`config.mk`:
```
export PLATFORM = sky130hd
export DESIGN_NAME = websocket_frame_deframer
export DESIGN_NICKNAME = d
export VERILOG_FILES = /design/src/design/wsd_pkg.sv /design/src/design/wsd_parser.sv /design/src/design/wsd_skid.sv /design/src/design/websocket_frame_deframer.sv
export SDC_FILE = /design/constraint.sdc
export NUM_CORES = 1
export LEC_CHECK = 0
export BUFFER_PORTS_ARGS = -buffer_cell sky130_fd_sc_hd__buf_2
export CORE_ASPECT_RATIO = 0.9
export CORE_MARGIN = 1
export CORE_UTILIZATION = 56
export CTS_CLUSTER_DIAMETER = 120
export DETAILED_ROUTE_END_ITERATION = 12
export GPL_TIMING_DRIVEN = 0
export PLACE_DENSITY = 0.72
export SYNTH_ARGS = -nofsm -noshare
export SYNTH_HDL_FRONTEND = slang
export SYNTH_HIERARCHICAL = 1
export SYNTH_SLANG_ARGS = --single-unit
```
`constraint.sdc`:
```
create_clock -name clk -period 13.8 [get_ports clk]
set_clock_uncertainty 0.15 [all_clocks]
set_input_delay 3.45 -clock clk [delete_from_list [all_inputs] [get_ports clk]]
set_output_delay 3.45 -clock clk [all_outputs]
set_load 0.05 [all_outputs]
```
`src/design/wsd_pkg.sv`:
```
// Shared types and constants for the WebSocket frame deframer.
// Used by the parser, the output buffer and the top level.
package wsd_pkg;

    typedef enum logic [2:0] {
        PH_HDR0    = 3'd0,
        PH_HDR1    = 3'd1,
        PH_EXTLEN  = 3'd2,
        PH_MASK    = 3'd3,
        PH_PAYLOAD = 3'd4,
        PH_CLOSED  = 3'd5,
        PH_ERROR   = 3'd6
    } phase_t;

    typedef enum logic [2:0] {
        EV_NONE    = 3'd0,
        EV_MSG     = 3'd1,
        EV_PING    = 3'd2,
        EV_DISCARD = 3'd3,
        EV_CLOSE   = 3'd4,
        EV_ERROR   = 3'd5
    } event_t;

    localparam logic [3:0] OP_CONT   = 4'h0;
    localparam logic [3:0] OP_TEXT   = 4'h1;
    localparam logic [3:0] OP_BINARY = 4'h2;
    localparam logic [3:0] OP_CLOSE  = 4'h8;
    localparam logic [3:0] OP_PING   = 4'h9;

    localparam logic [1:0] MT_NONE = 2'd0;

    localparam logic [6:0] LEN_EXT16 = 7'd126;
    localparam logic [6:0] LEN_EXT64 = 7'd127;

    localparam logic [3:0] EXT16_BYTES = 4'd2;
    localparam logic [3:0] EXT64_BYTES = 4'd8;

    localparam logic [31:0] MAX_PAYLOAD_RESET = 32'd16777216;

    typedef struct packed {
        logic [1:0] message_type;
        logic       message_end;
        logic       frame_end;
        logic [7:0] out_byte;
        event_t     event_res;
    } res_t;

endpackage

```
`src/design/wsd_parser.sv`:
```
// Frame header parser and payload unmasker: one byte in, one result out.
// Depends on wsd_pkg.
module wsd_parser
    import wsd_pkg::*;
(
    input  logic        clk,
    input  logic        rst_n,
    input  logic        step,
    input  logic [7:0]  data_byte,
    input  logic        cfg_write,
    input  logic [31:0] cfg_data,
    output res_t        res
);

    phase_t      phase_reg, phase_next;
    logic        final_reg, final_next;
    logic [3:0]  opcode_reg, opcode_next;
    logic        masked_reg, masked_next;
    logic [3:0]  len_left_reg, len_left_next;
    logic [63:0] payload_left_reg, payload_left_next;
    logic [31:0] mask_key_reg, mask_key_next;
    logic [1:0]  mask_pos_reg, mask_pos_next;
    logic [1:0]  open_type_reg, open_type_next;
    logic [31:0] msg_bytes_reg, msg_bytes_next;
    logic [31:0] max_payload_reg;

    logic        data_start;
    logic        data_frame;
    logic [1:0]  frame_type;
    logic [6:0]  len7;
    logic        len_is_ext;
    logic        len_done;
    logic [63:0] len_val;
    logic        len_masked;
    logic        len_bad;
    logic [32:0] msg_sum;
    logic        sum_bad;
    logic        hdr_bad;
    logic        frame_last_byte;
    logic        msg_last;
    logic [7:0]  key_byte;

    assign data_start = (opcode_reg == OP_TEXT) || (opcode_reg == OP_BINARY);
    assign data_frame = data_start || (opcode_reg == OP_CONT);
    assign frame_type = data_start ? opcode_reg[1:0] : open_type_reg;
    assign msg_last   = data_frame && final_reg;

    assign len7       = data_byte[6:0];
    assign len_is_ext = (len7 == LEN_EXT16) || (len7 == LEN_EXT64);
    assign len_done   = ((phase_reg == PH_HDR1) && !len_is_ext)
                     || ((phase_reg == PH_EXTLEN) && (len_left_reg == 4'd1));
    assign len_val    = (phase_reg == PH_HDR1) ? {57'd0, len7}
                                               : {payload_left_reg[55:0], data_byte};
    assign len_masked = (phase_reg == PH_HDR1) ? data_byte[7] : masked_reg;
    assign len_bad    = !len_masked || (|len_val[63:32])
                     || (len_val[31:0] > max_payload_reg);

    // A passed length check leaves the payload length below 2^32.
    assign msg_sum = {1'b0, msg_bytes_reg} + {1'b0, payload_left_reg[31:0]};
    assign sum_bad = (|payload_left_reg[63:32]) || (msg_sum > {1'b0, max_payload_reg});
    assign hdr_bad = ((opcode_reg == OP_CONT) && ((open_type_reg == MT_NONE) || sum_bad))
                  || (data_start && (open_type_reg != MT_NONE));

    assign frame_last_byte = (payload_left_reg == 64'd1);

    always_comb
    begin
        unique case (mask_pos_reg)
            2'd0:    key_byte = mask_key_reg[31:24];
            2'd1:    key_byte = mask_key_reg[23:16];
            2'd2:    key_byte = mask_key_reg[15:8];
            default: key_byte = mask_key_reg[7:0];
        endcase
    end

    // Next state
    always_comb
    begin
        phase_next        = phase_reg;
        final_next        = final_reg;
        opcode_next       = opcode_reg;
        masked_next       = masked_reg;
        len_left_next     = len_left_reg;
        payload_left_next = payload_left_reg;
        mask_key_next     = mask_key_reg;
        mask_pos_next     = mask_pos_reg;
        open_type_next    = open_type_reg;
        msg_bytes_next    = msg_bytes_reg;
        unique case (phase_reg)
            PH_HDR0:
            begin
                final_next  = data_byte[7];
                opcode_next = data_byte[3:0];
                phase_next  = PH_HDR1;
            end
            PH_HDR1, PH_EXTLEN:
            begin
                if (phase_reg == PH_HDR1)
                begin
                    masked_next = data_byte[7];
                    if (len_is_ext)
                    begin
                        len_left_next     = (len7 == LEN_EXT16) ? EXT16_BYTES : EXT64_BYTES;
                        payload_left_next = 64'd0;
                        phase_next        = PH_EXTLEN;
                    end
                    else
                    begin
                        payload_left_next = len_val;
                    end
                end
                else
                begin
                    payload_left_next = len_val;
                    len_left_next     = len_left_reg - 4'd1;
                end
                if (len_done)
                begin
                    if (len_bad)
                    begin
                        phase_next = PH_ERROR;
                    end
                    else
                    begin
                        mask_pos_next = 2'd0;
                        phase_next    = PH_MASK;
                    end
                end
            end
            PH_MASK:
            begin
                mask_key_next = {mask_key_reg[23:0], data_byte};
                mask_pos_next = mask_pos_reg + 2'd1;
                if (mask_pos_reg == 2'd3)
                begin
                    mask_pos_next = 2'd0;
                    if (opcode_reg == OP_CLOSE)
                    begin
                        phase_next = PH_CLOSED;
                    end
                    else if (hdr_bad)
                    begin
                        phase_next = PH_ERROR;
                    end
                    else
                    begin
                        if (opcode_reg == OP_CONT)
                        begin
                            msg_bytes_next = msg_sum[31:0];
                        end
                        else if (data_start && !final_reg)
                        begin
                            open_type_next = opcode_reg[1:0];
                            msg_bytes_next = payload_left_reg[31:0];
                        end
                        if (payload_left_reg == 64'd0)
                        begin
                            phase_next = PH_HDR0;
                            if (msg_last)
                            begin
                                open_type_next = MT_NONE;
                                msg_bytes_next = 32'd0;
                            end
                        end
                        else
                        begin
                            phase_next = PH_PAYLOAD;
                        end
                    end
                end
            end
            PH_PAYLOAD:
            begin
                mask_pos_next     = mask_pos_reg + 2'd1;
                payload_left_next = payload_left_reg - 64'd1;
                if (frame_last_byte)
                begin
                    phase_next = PH_HDR0;
                    if (msg_last)
                    begin
                        open_type_next = MT_NONE;
                        msg_bytes_next = 32'd0;
                    end
                end
            end
            default:
            begin
                // closed or locked: hold
            end
        endcase
    end

    // Result for the byte being taken
    always_comb
    begin
        res.event_res    = EV_NONE;
        res.out_byte     = 8'd0;
        res.frame_end    = 1'b0;
        res.message_end  = 1'b0;
        res.message_type = open_type_reg;
        unique case (phase_reg)
            PH_HDR1, PH_EXTLEN:
            begin
                if (len_done && len_bad)
                begin
                    res.event_res = EV_ERROR;
                end
            end
            PH_MASK:
            begin
                if (mask_pos_reg == 2'd3)
                begin
                    if (opcode_reg == OP_CLOSE)
                    begin
                        res.event_res = EV_CLOSE;
                        res.frame_end = 1'b1;
                    end
                    else if (hdr_bad)
                    begin
                        res.event_res = EV_ERROR;
                    end
                    else
                    begin
                        res.message_type = frame_type;
                        if (payload_left_reg == 64'd0)
                        begin
                            res.frame_end   = 1'b1;
                            res.message_end = msg_last;
                        end
                    end
                end
            end
            PH_PAYLOAD:
            begin
                res.out_byte     = data_byte ^ key_byte;
                res.message_type = frame_type;
                if (data_frame)
                begin
                    res.event_res = EV_MSG;
                end
                else if (opcode_reg == OP_PING)
                begin
                    res.event_res = EV_PING;
                end
                else
                begin
                    res.event_res = EV_DISCARD;
                end
                if (frame_last_byte)
                begin
                    res.frame_end   = 1'b1;
                    res.message_end = msg_last;
                end
            end
            default:
            begin
                // header start, closed, locked: no event
            end
        endcase
    end

    always_ff @(posedge clk or negedge rst_n)
    begin
        if (!rst_n)
        begin
            phase_reg        <= PH_HDR0;
            final_reg        <= 1'b0;
            opcode_reg       <= OP_CONT;
            masked_reg       <= 1'b0;
            len_left_reg     <= 4'd0;
            payload_left_reg <= 64'd0;
            mask_key_reg     <= 32'd0;
            mask_pos_reg     <= 2'd0;
            open_type_reg    <= MT_NONE;
            msg_bytes_reg    <= 32'd0;
        end
        else if (step)
        begin
            phase_reg        <= phase_next;
            final_reg        <= final_next;
            opcode_reg       <= opcode_next;
            masked_reg       <= masked_next;
            len_left_reg     <= len_left_next;
            payload_left_reg <= payload_left_next;
            mask_key_reg     <= mask_key_next;
            mask_pos_reg     <= mask_pos_next;
            open_type_reg    <= open_type_next;
            msg_bytes_reg    <= msg_bytes_next;
        end
    end

    always_ff @(posedge clk or negedge rst_n)
    begin
        if (!rst_n)
        begin
            max_payload_reg <= MAX_PAYLOAD_RESET;
        end
        else if (cfg_write)
        begin
            max_payload_reg <= cfg_data;
        end
    end

endmodule

```
`src/design/wsd_skid.sv`:
```
// Two-entry output buffer: result register plus skid register.
// Depends on wsd_pkg for the result type.
module wsd_skid
    import wsd_pkg::*;
(
    input  logic clk,
    input  logic rst_n,
    input  logic in_valid,
    output logic in_ready,
    input  res_t in_res,
    output logic out_valid,
    input  logic out_ready,
    output res_t out_res
);

    logic main_valid_reg;
    logic skid_valid_reg;
    res_t main_reg;
    res_t skid_reg;
    logic main_free;
    logic take;

    assign in_ready  = !skid_valid_reg;
    assign take      = in_valid && in_ready;
    assign main_free = !main_valid_reg || out_ready;
    assign out_valid = main_valid_reg;
    assign out_res   = main_reg;

    always_ff @(posedge clk or negedge rst_n)
    begin
        if (!rst_n)
        begin
            main_valid_reg <= 1'b0;
            skid_valid_reg <= 1'b0;
        end
        else if (main_free)
        begin
            if (skid_valid_reg)
            begin
                main_valid_reg <= 1'b1;
                skid_valid_reg <= 1'b0;
            end
            else
            begin
                main_valid_reg <= take;
            end
        end
        else if (take)
        begin
            skid_valid_reg <= 1'b1;
        end
    end

    always_ff @(posedge clk)
    begin
        if (main_free)
        begin
            // skid is empty whenever a transfer is taken with main free
            if (skid_valid_reg)
            begin
                main_reg <= skid_reg;
            end
            else
            begin
                main_reg <= in_res;
            end
        end
        else if (take)
        begin
            skid_reg <= in_res;
        end
    end

endmodule

```
`src/design/websocket_frame_deframer.sv`:
```
// WebSocket client-to-server deframer, one byte per cycle while s_tready is high, one result per byte.
// Depends on wsd_pkg, wsd_parser and wsd_skid.
//
// Each byte taken on the slave side yields exactly one result on the master
// side, in the cycle after the transfer at the earliest. The block takes one
// byte every cycle while s_tready is high: header parsing, length checks and
// unmasking are done in one pass of logic from the frame state registers into
// a two-entry output buffer, and s_tready falls only when both entries hold
// results not yet taken. There is no start-up sweep; the block takes bytes
// from the first cycle after reset. After a close frame or a protocol error
// every result reports no event until reset. max_payload_bytes is written
// through cfg_* and must only change while no result is outstanding.
module websocket_frame_deframer
    import wsd_pkg::*;
(
    input  logic        clk,
    input  logic        rst_n,
    input  logic        s_tvalid,
    output logic        s_tready,
    input  logic [7:0]  s_tdata,   // [7:0] data_byte
    output logic        m_tvalid,
    input  logic        m_tready,
    output logic [7:0]  m_tdata,   // [7:0] out_byte
    output logic        m_tlast,   // frame_end
    output logic [5:0]  m_tuser,   // [2:0] event_res, [3] message_end, [5:4] message_type
    input  logic        cfg_valid,
    output logic        cfg_ready,
    input  logic [31:0] cfg_data   // max_payload_bytes
);

    res_t step_res;
    res_t out_res;
    logic step;

    assign cfg_ready = 1'b1;
    assign step      = s_tvalid && s_tready;

    wsd_parser u_parser (
        .clk       (clk),
        .rst_n     (rst_n),
        .step      (step),
        .data_byte (s_tdata),
        .cfg_write (cfg_valid && cfg_ready),
        .cfg_data  (cfg_data),
        .res       (step_res)
    );

    wsd_skid u_skid (
        .clk       (clk),
        .rst_n     (rst_n),
        .in_valid  (s_tvalid),
        .in_ready  (s_tready),
        .in_res    (step_res),
        .out_valid (m_tvalid),
        .out_ready (m_tready),
        .out_res   (out_res)
    );

    assign m_tdata = out_res.out_byte;
    assign m_tlast = out_res.frame_end;
    assign m_tuser = {out_res.message_type, out_res.message_end, out_res.event_res};

endmodule

```
After elaboration in Yosys (flattened, before gate mapping)

Cells that the tools add are included.

Add/subtract/negate cells: 4
Order comparisons: 2
Equal/unequal tests: 25
Multiplexer cells: 63
Bitwise logic cells: 2
Reduce and logical (&&, ||, !) cells: 46

Operators by type and width:

| kind                                                                    | number |
|---|---|
| 32-bit two-way mux                                                      | 9 |
| 64-bit two-way mux                                                      | 3 |
| 64-bit one-hot mux with 2 select lines                                  | 1 |
| 64-bit by 1-bit equality test with 1-bit output, second input constant  | 1 |
| 64-bit logical NOT                                                      | 1 |
| 32-bit one-hot mux with 2 select lines                                  | 1 |
| 32-bit OR reduction                                                     | 2 |
| 64-bit by 1-bit subtractor with 64-bit output, second input constant    | 1 |
| 3-bit two-way mux                                                       | 15 |
| 32-bit by 32-bit adder with 33-bit output                               | 1 |
| 33-bit by 32-bit > comparator with 1-bit output                         | 1 |
| 32-bit > comparator                                                     | 1 |
| 2-bit two-way mux                                                       | 15 |
| 8-bit one-hot mux with 3 select lines                                   | 1 |
| 4-bit two-way mux                                                       | 5 |
| 15-bit two-way mux                                                      | 1 |
| 7-bit equality test, second input constant                              | 2 |
| 3-bit one-hot mux with 4 select lines                                   | 1 |
| 1-bit logical OR                                                        | 10 |
| 2-bit by 1-bit inequality test with 1-bit output, second input constant | 5 |
| 2-bit AND reduction                                                     | 5 |
| 3-bit one-hot mux with 3 select lines                                   | 1 |
| 4-bit by 1-bit equality test with 1-bit output, second input constant   | 2 |
| 4-bit equality test, second input constant                              | 2 |
| other kinds (30)                                                        | 55 |

Register bits: 209
Bits of input ports: 45
Output and inout port bits: 18
Logic and storage cells: 165

Logic depth before layout (Yosys ltp)

Depth after elaboration: 11
Depth in mapped cells: 20
Depth with buffers taken out: 20

Cells and area by module

Netlist, hierarchy kept.

By module, submodules not included:

| module                   | times used | cells each | area each (µm²) | seq. area each (µm²) |
|---|---|---|---|---|
| wsd_parser               | 1          | 1603       | 13484.2         | 4430.5 |
| wsd_skid                 | 1          | 55         | 1206.2          | 950.9 |
| websocket_frame_deframer | 1          | 3          | 17.5            | 0.0 |

Worst setup path after synthesis

No wires, ideal clock.

Kind: input to register
Start: input port s_tdata[7]
End: register u_skid.main_reg (netlist bit u_skid/out_res[0]), data pin
Library setup time: 0.260 ns
Arrival: 5.493 ns
Setup slack: 7.897 ns
Stages: 11
Path through: and2_1 ha_1 a211oi_1 nand2_1 a31oi_1 a211oi_1 or4_1 a22o_1 nand2_1 o211ai_1 mux2_2

RTL lines:

| item                 | line                           | text |
|---|---|---|
| from (decl)          | websocket_frame_deframer.sv:20 | `input logic [7:0] s_tdata,` |
| to (signal assigned) | wsd_skid.sv:61                 | `main_reg <= skid_reg;` |
| to (signal assigned) | wsd_skid.sv:65                 | `main_reg <= in_res;` |
| to (decl)            | wsd_skid.sv:18                 | `res_t main_reg;` |

Final worst setup path

Start: register u_parser.payload_left_reg[0]
End: register u_parser.msg_bytes_reg[22]

Cells in the longest elaborated chain, start to end: 8
Elaborated cells between the ends (all ways): 18
Classes of those cells: add/sub (1); order compare (1); eq/ne (3); mux (7); reduce/logical (6)

RTL lines:

| item                                                                                           | line                                | text |
|---|---|---|
| from (decl)                                                                                    | wsd_parser.sv:20                    | `logic [63:0] payload_left_reg, payload_left_next;` |
| from (signal assigned)                                                                         | wsd_parser.sv:284                   | `payload_left_reg <= payload_left_next;` |
| 32-bit by 32-bit adder with 33-bit output                                                      | wsd_parser.sv:59                    | `assign msg_sum = {1'b0, msg_bytes_reg} + {1'b0, payload_left_reg[31:0]};` |
| 33-bit by 32-bit > comparator with 1-bit output / 32-bit two-way mux (equally long branches)   | wsd_parser.sv:60, wsd_parser.sv:147 |  |
| 1-bit logical OR / 32-bit two-way mux (equally long branches)                                  | wsd_parser.sv:60, wsd_parser.sv:159 |  |
| 1-bit logical OR / 32-bit two-way mux (equally long branches)                                  | wsd_parser.sv:61, wsd_parser.sv:156 |  |
| 1-bit logical AND / 32-bit two-way mux (equally long branches)                                 | wsd_parser.sv:61, wsd_parser.sv:141 |  |
| 1-bit logical OR / 32-bit two-way mux (equally long branches)                                  | wsd_parser.sv:62, wsd_parser.sv:137 |  |
| 2-bit inequality test (no line) / 32-bit two-way mux (equally long branches)                   | n/a                                 |  |
| 7-bit AND reduction (no line) / 32-bit one-hot mux with 2 select lines (equally long branches) | n/a                                 |  |
| to (signal assigned)                                                                           | wsd_parser.sv:288                   | `msg_bytes_reg <= msg_bytes_next;` |
| to (decl)                                                                                      | wsd_parser.sv:24                    | `logic [31:0] msg_bytes_reg, msg_bytes_next;` |

Several ways; a longest one is shown, not always the timed one. The select of a mux whose other input is x is not followed.
A chain may end at the register's enable or synchronous reset.

==> summary.log <==
[timing] Peak Freq 149 MHz
[power] net switching share of the total power 46.6%
[placed_design] gp weighted congestion 0.967
[global_routing] remaining global-route overflow 0
[setup_path] critical path endpoint category flop
[global_routing] met2 track demand over resource 54.2%
[timing] Final Setup Violations 0
[synthesis] top area cells in the synthesized netlist sky130_fd_sc_hd__dfrtp_1, sky130_fd_sc_hd__ha_1, sky130_fd_sc_hd__o21ai_0, sky130_fd_sc_hd__edfxtp_1, sky130_fd_sc_hd__a21oi_1
[setup_path] critical-path maximum fanout 10
[route] via density per instance 6.58
[clocking] clock latency reported for the late side of the worst-skew pair 0.53 ns
[synthesis] synth warn 6
[die] Die Wd 173 um
[die] Die Footprint 26900 um2
[clocking] CTS H-Tree Depth 1
[clocking] sink count of the clock tree 209
[die] Initial Util 57.8%
[clocking] Clock Root Buffer sky130_fd_sc_hd__clkbuf_16
[cells_and_area] footprint of the multi-input gates 8660 um2
[timing] setup TNS 0 ns
[setup_path] required arrival time at the worst endpoint 14.07 ns
[synthesis] cell area after synthesis 14700 um2
[setup_path] Data arrival, critical path 7.00 ns
[worst_hold_path] worst hold path type reg2reg
[synthesis] share of Yosys cell area claimed by the top area cell type 30.3%
[clocking] maximum clock path buffer count 3
[route] wire length per cell after detailed routing 22.1 um
[clocking] hold buffer count at cts 0
[global_routing] global router's overall resource usage 34.6%
[setup_path] critical path start-end classification reg2reg
[outcome] status complete, no violations
[global_routing] vias in the first global route 13.0k
[clocking] buffers inserted by post-CTS timing repair 0
[synthesis] instance count of the mapped netlist 1661
[global_routing] global routing usage on met3 6.02%
[route] DRC violations left 0
[power] total power per unit cell area 203 nW/um2
[global_routing] antenna violations before repair 0
[synthesis] nets in the synthesized netlist 1811
[cells_and_area] Largest register FFs 64
[clocking] TritonCTS clock tree yes
[setup_path] critical path launch point type flop
[cells_and_area] proportion of layout cells with a drive suffix above 1 11.5%
[global_routing] wire length of the first global-routing pass 72.8 mm
[route] total via count after detailed routing 13.9k
[placed_design] number of I/O port buffers 60
[route] post-route ant nets 0
[die] Placement Rows 55
[route] WL final 46.7 mm
[timing] Worst slew margin 4.70%
[global_routing] largest net degree at the start of global routing 95
[synthesis] Netlist cell types 86
[power] Clock power frac 19.2%
[die] I/O pin cnt 63
[clocking] PostCTS Resize Cnt 0
[flow_run] count of maximum capacitance violations 0
[timing] final period demand of the worst path 6.73 ns
[synthesis] most used flip-flop cell after synthesis sky130_fd_sc_hd__dfrtp_1
[die] die span in y 156 um
[route] Detailed Route Iter0 Violations 1633
[clocking] Clock Pin Slew Worst Setup and Hold Paths 0.06 ns
[placed_design] final HPWL from detailed placement 35.4 mm
[timing] minimum setup slack in the final design 7.07 ns
[synthesis] number of flops mapped to enable cells by yosys 30
[timing] period utilisation layout 48.8%
[power] switching power total 1.54 mW
[timing] final max-slew violation count 0
[placed_design] worst slack, placed 7.05 ns
[route] iteration count of the initial detailed-routing pass 8
[timing] RSZ-0062 raised after global routing false
[timing] tightest hold margin 0.354 ns
[power] static leakage power 7.18 nW
[power] Reg power frac 31.2%
[cells_and_area] flip-flop and latch area 5380 um2
[synthesis] average footprint of a synthesized cell 8.85 um2
[global_routing] global-route met1 utilization 48.3%
[timing] Least-Margin Pin Slew 1.42 ns
[synthesis] total of flip-flops plus latches after synthesis 209
[synthesis] dominant cell type by area after synthesis sky130_fd_sc_hd__dfrtp_1
[power] IR drop worst, VDD 0.157 mV
[cells_and_area] number of nets in the layout 1899
[synthesis] async set-or-reset flop fraction in the synthesized netlist 85.6%
[cells_and_area] number of diodes added for antenna fixing 0
[global_routing] most utilized layer in the global route result met2
[synthesis] sequential area share after synthesis 36.6%
[cells_and_area] layout overhead on the synthesized area 10.7%
[clocking] total clock buffers created by CTS 24
[timing] Hold Violations, Final 0
[die] area of the placeable core 25500 um2
[power] internal power 1.76 mW
[cells_and_area] fill count 2225
[power] total power of the final layout 3.30 mW
[power] part of the total power dissipated in combinational logic 49.6%
## placed cells by master, fill, tap and decap left out, drive strengths merged, types with 34 or more instances in the layout
cell,instances
nor3,52
nand2,155
mux2i,34
dfrtp,178
mux2,65
o21ai,206
nor2,122
ha,104
buf,83
a21oi,139
inv,66
clkbuf,106
## routing by layer
layer | vias up | share of wire [%]
li1 | 6353 | -
met1 | 6695 | 43
met2 | 707 | 44
met3 | 117 | 9.2
met4 | 0 | 3.6
met5 | - | 0
## path summary, 6_finish.rpt
path / startpoint / to / slack, ns / cells past startpoint
max reg2reg: u_parser/payload_left_reg[0] / u_parser/msg_bytes_reg[22] / 7.07 / 20
max: u_parser/payload_left_reg[0] / u_parser/msg_bytes_reg[22] / 7.07 / 20
min in group asynchronous: rst_n / u_parser/max_payload_reg[3] / 2.76 / 1
min reg2reg: u_parser/mask_key_reg[31] / u_parser/mask_key_reg[31] / 0.35 / 1
max in group asynchronous: rst_n / u_parser/payload_left_reg[12] / 9.78 / 2
min: u_parser/mask_key_reg[31] / u_parser/mask_key_reg[31] / 0.35 / 1
## synth_stat cells, types with 29 or more instances
master                       n
sky130_fd_sc_hd__o21ai_0   203
sky130_fd_sc_hd__dfrtp_1   178
sky130_fd_sc_hd__nand2_1   154
sky130_fd_sc_hd__a21oi_1   138
sky130_fd_sc_hd__nor2_1    121
sky130_fd_sc_hd__ha_1      104
sky130_fd_sc_hd__clkbuf_1   74
sky130_fd_sc_hd__inv_1      66
sky130_fd_sc_hd__nor3_1     51
sky130_fd_sc_hd__mux2_2     49
sky130_fd_sc_hd__mux2i_1    34
sky130_fd_sc_hd__edfxtp_1   30
sky130_fd_sc_hd__and2_1     29
## final cells by class
type	count	area share, %
Clock inverter	12	0.577
Buffer	95	2.60
Multi-Input combinational cell	1291	53.2
Timing Repair Buffer	62	2.14
Clock buffer	32	4.25
Tap cell	342	2.63
Sequential cell	209	33.1
Inverter	66	1.52
## cell families (layout without fill, tap and decap cells)
| group | after synthesis | after routing | synth area share [%] |
|---|---|---|---|
| xor+xnor | 33 | 33 | 1.97 |
| compound gates | 561 | 561 | 23.7 |
| simple gates | 492 | 492 | 16.5 |
| flops | 209 | 209 | 36.6 |
| other cells | 1 | 1 | 0.0255 |
| buf+inv | 161 | 267 | 4.56 |
| mux | 99 | 99 | 7.70 |
| fa+ha+maj | 105 | 105 | 8.98 |
## critical path, stage by stage (launching register included)
cell,delay [ns]
sky130_fd_sc_hd__dfrtp_1,0.56
sky130_fd_sc_hd__ha_1,0.27
sky130_fd_sc_hd__inv_1,0.07
sky130_fd_sc_hd__fa_1,0.40
sky130_fd_sc_hd__nand2b_1,0.18
sky130_fd_sc_hd__a21oi_1,0.26
sky130_fd_sc_hd__o211ai_1,0.27
sky130_fd_sc_hd__a211o_1,0.35
sky130_fd_sc_hd__a211oi_1,0.57
sky130_fd_sc_hd__o41ai_1,0.21
sky130_fd_sc_hd__xnor2_1,0.43
sky130_fd_sc_hd__ha_1,0.35
sky130_fd_sc_hd__and3_1,0.21
sky130_fd_sc_hd__nand4_1,0.12
sky130_fd_sc_hd__o31ai_1,0.07
sky130_fd_sc_hd__a211oi_1,0.55
sky130_fd_sc_hd__a21oi_2,0.25
sky130_fd_sc_hd__a211oi_4,0.61
sky130_fd_sc_hd__clkbuf_1,0.50
sky130_fd_sc_hd__o21ai_0,0.16
sky130_fd_sc_hd__o31ai_1,0.10
## power groups by stage
stage | Sequential (mW) | Combinational, mW | Clock [mW]
floorplan | 0.975 | 1.12 | 0
global placement | 1.02 | 1.55 | 0
detailed placement | 1.03 | 1.59 | 0
CTS | 1.02 | 1.60 | 0.646
global route | 1.05 | 1.79 | 0.669
finish | 1.03 | 1.64 | 0.633
## metrics by stage
step	util [%]	std cells	cell area, um2
finish	63.9	2109	16300
global route	63.9	2109	16300
CTS	63.9	2109	16300
detailed placement	60.8	2065	15500
global placement	60.6	2063	15400
floorplan	-	1661	14700
(Power assumes the default switching activity.)
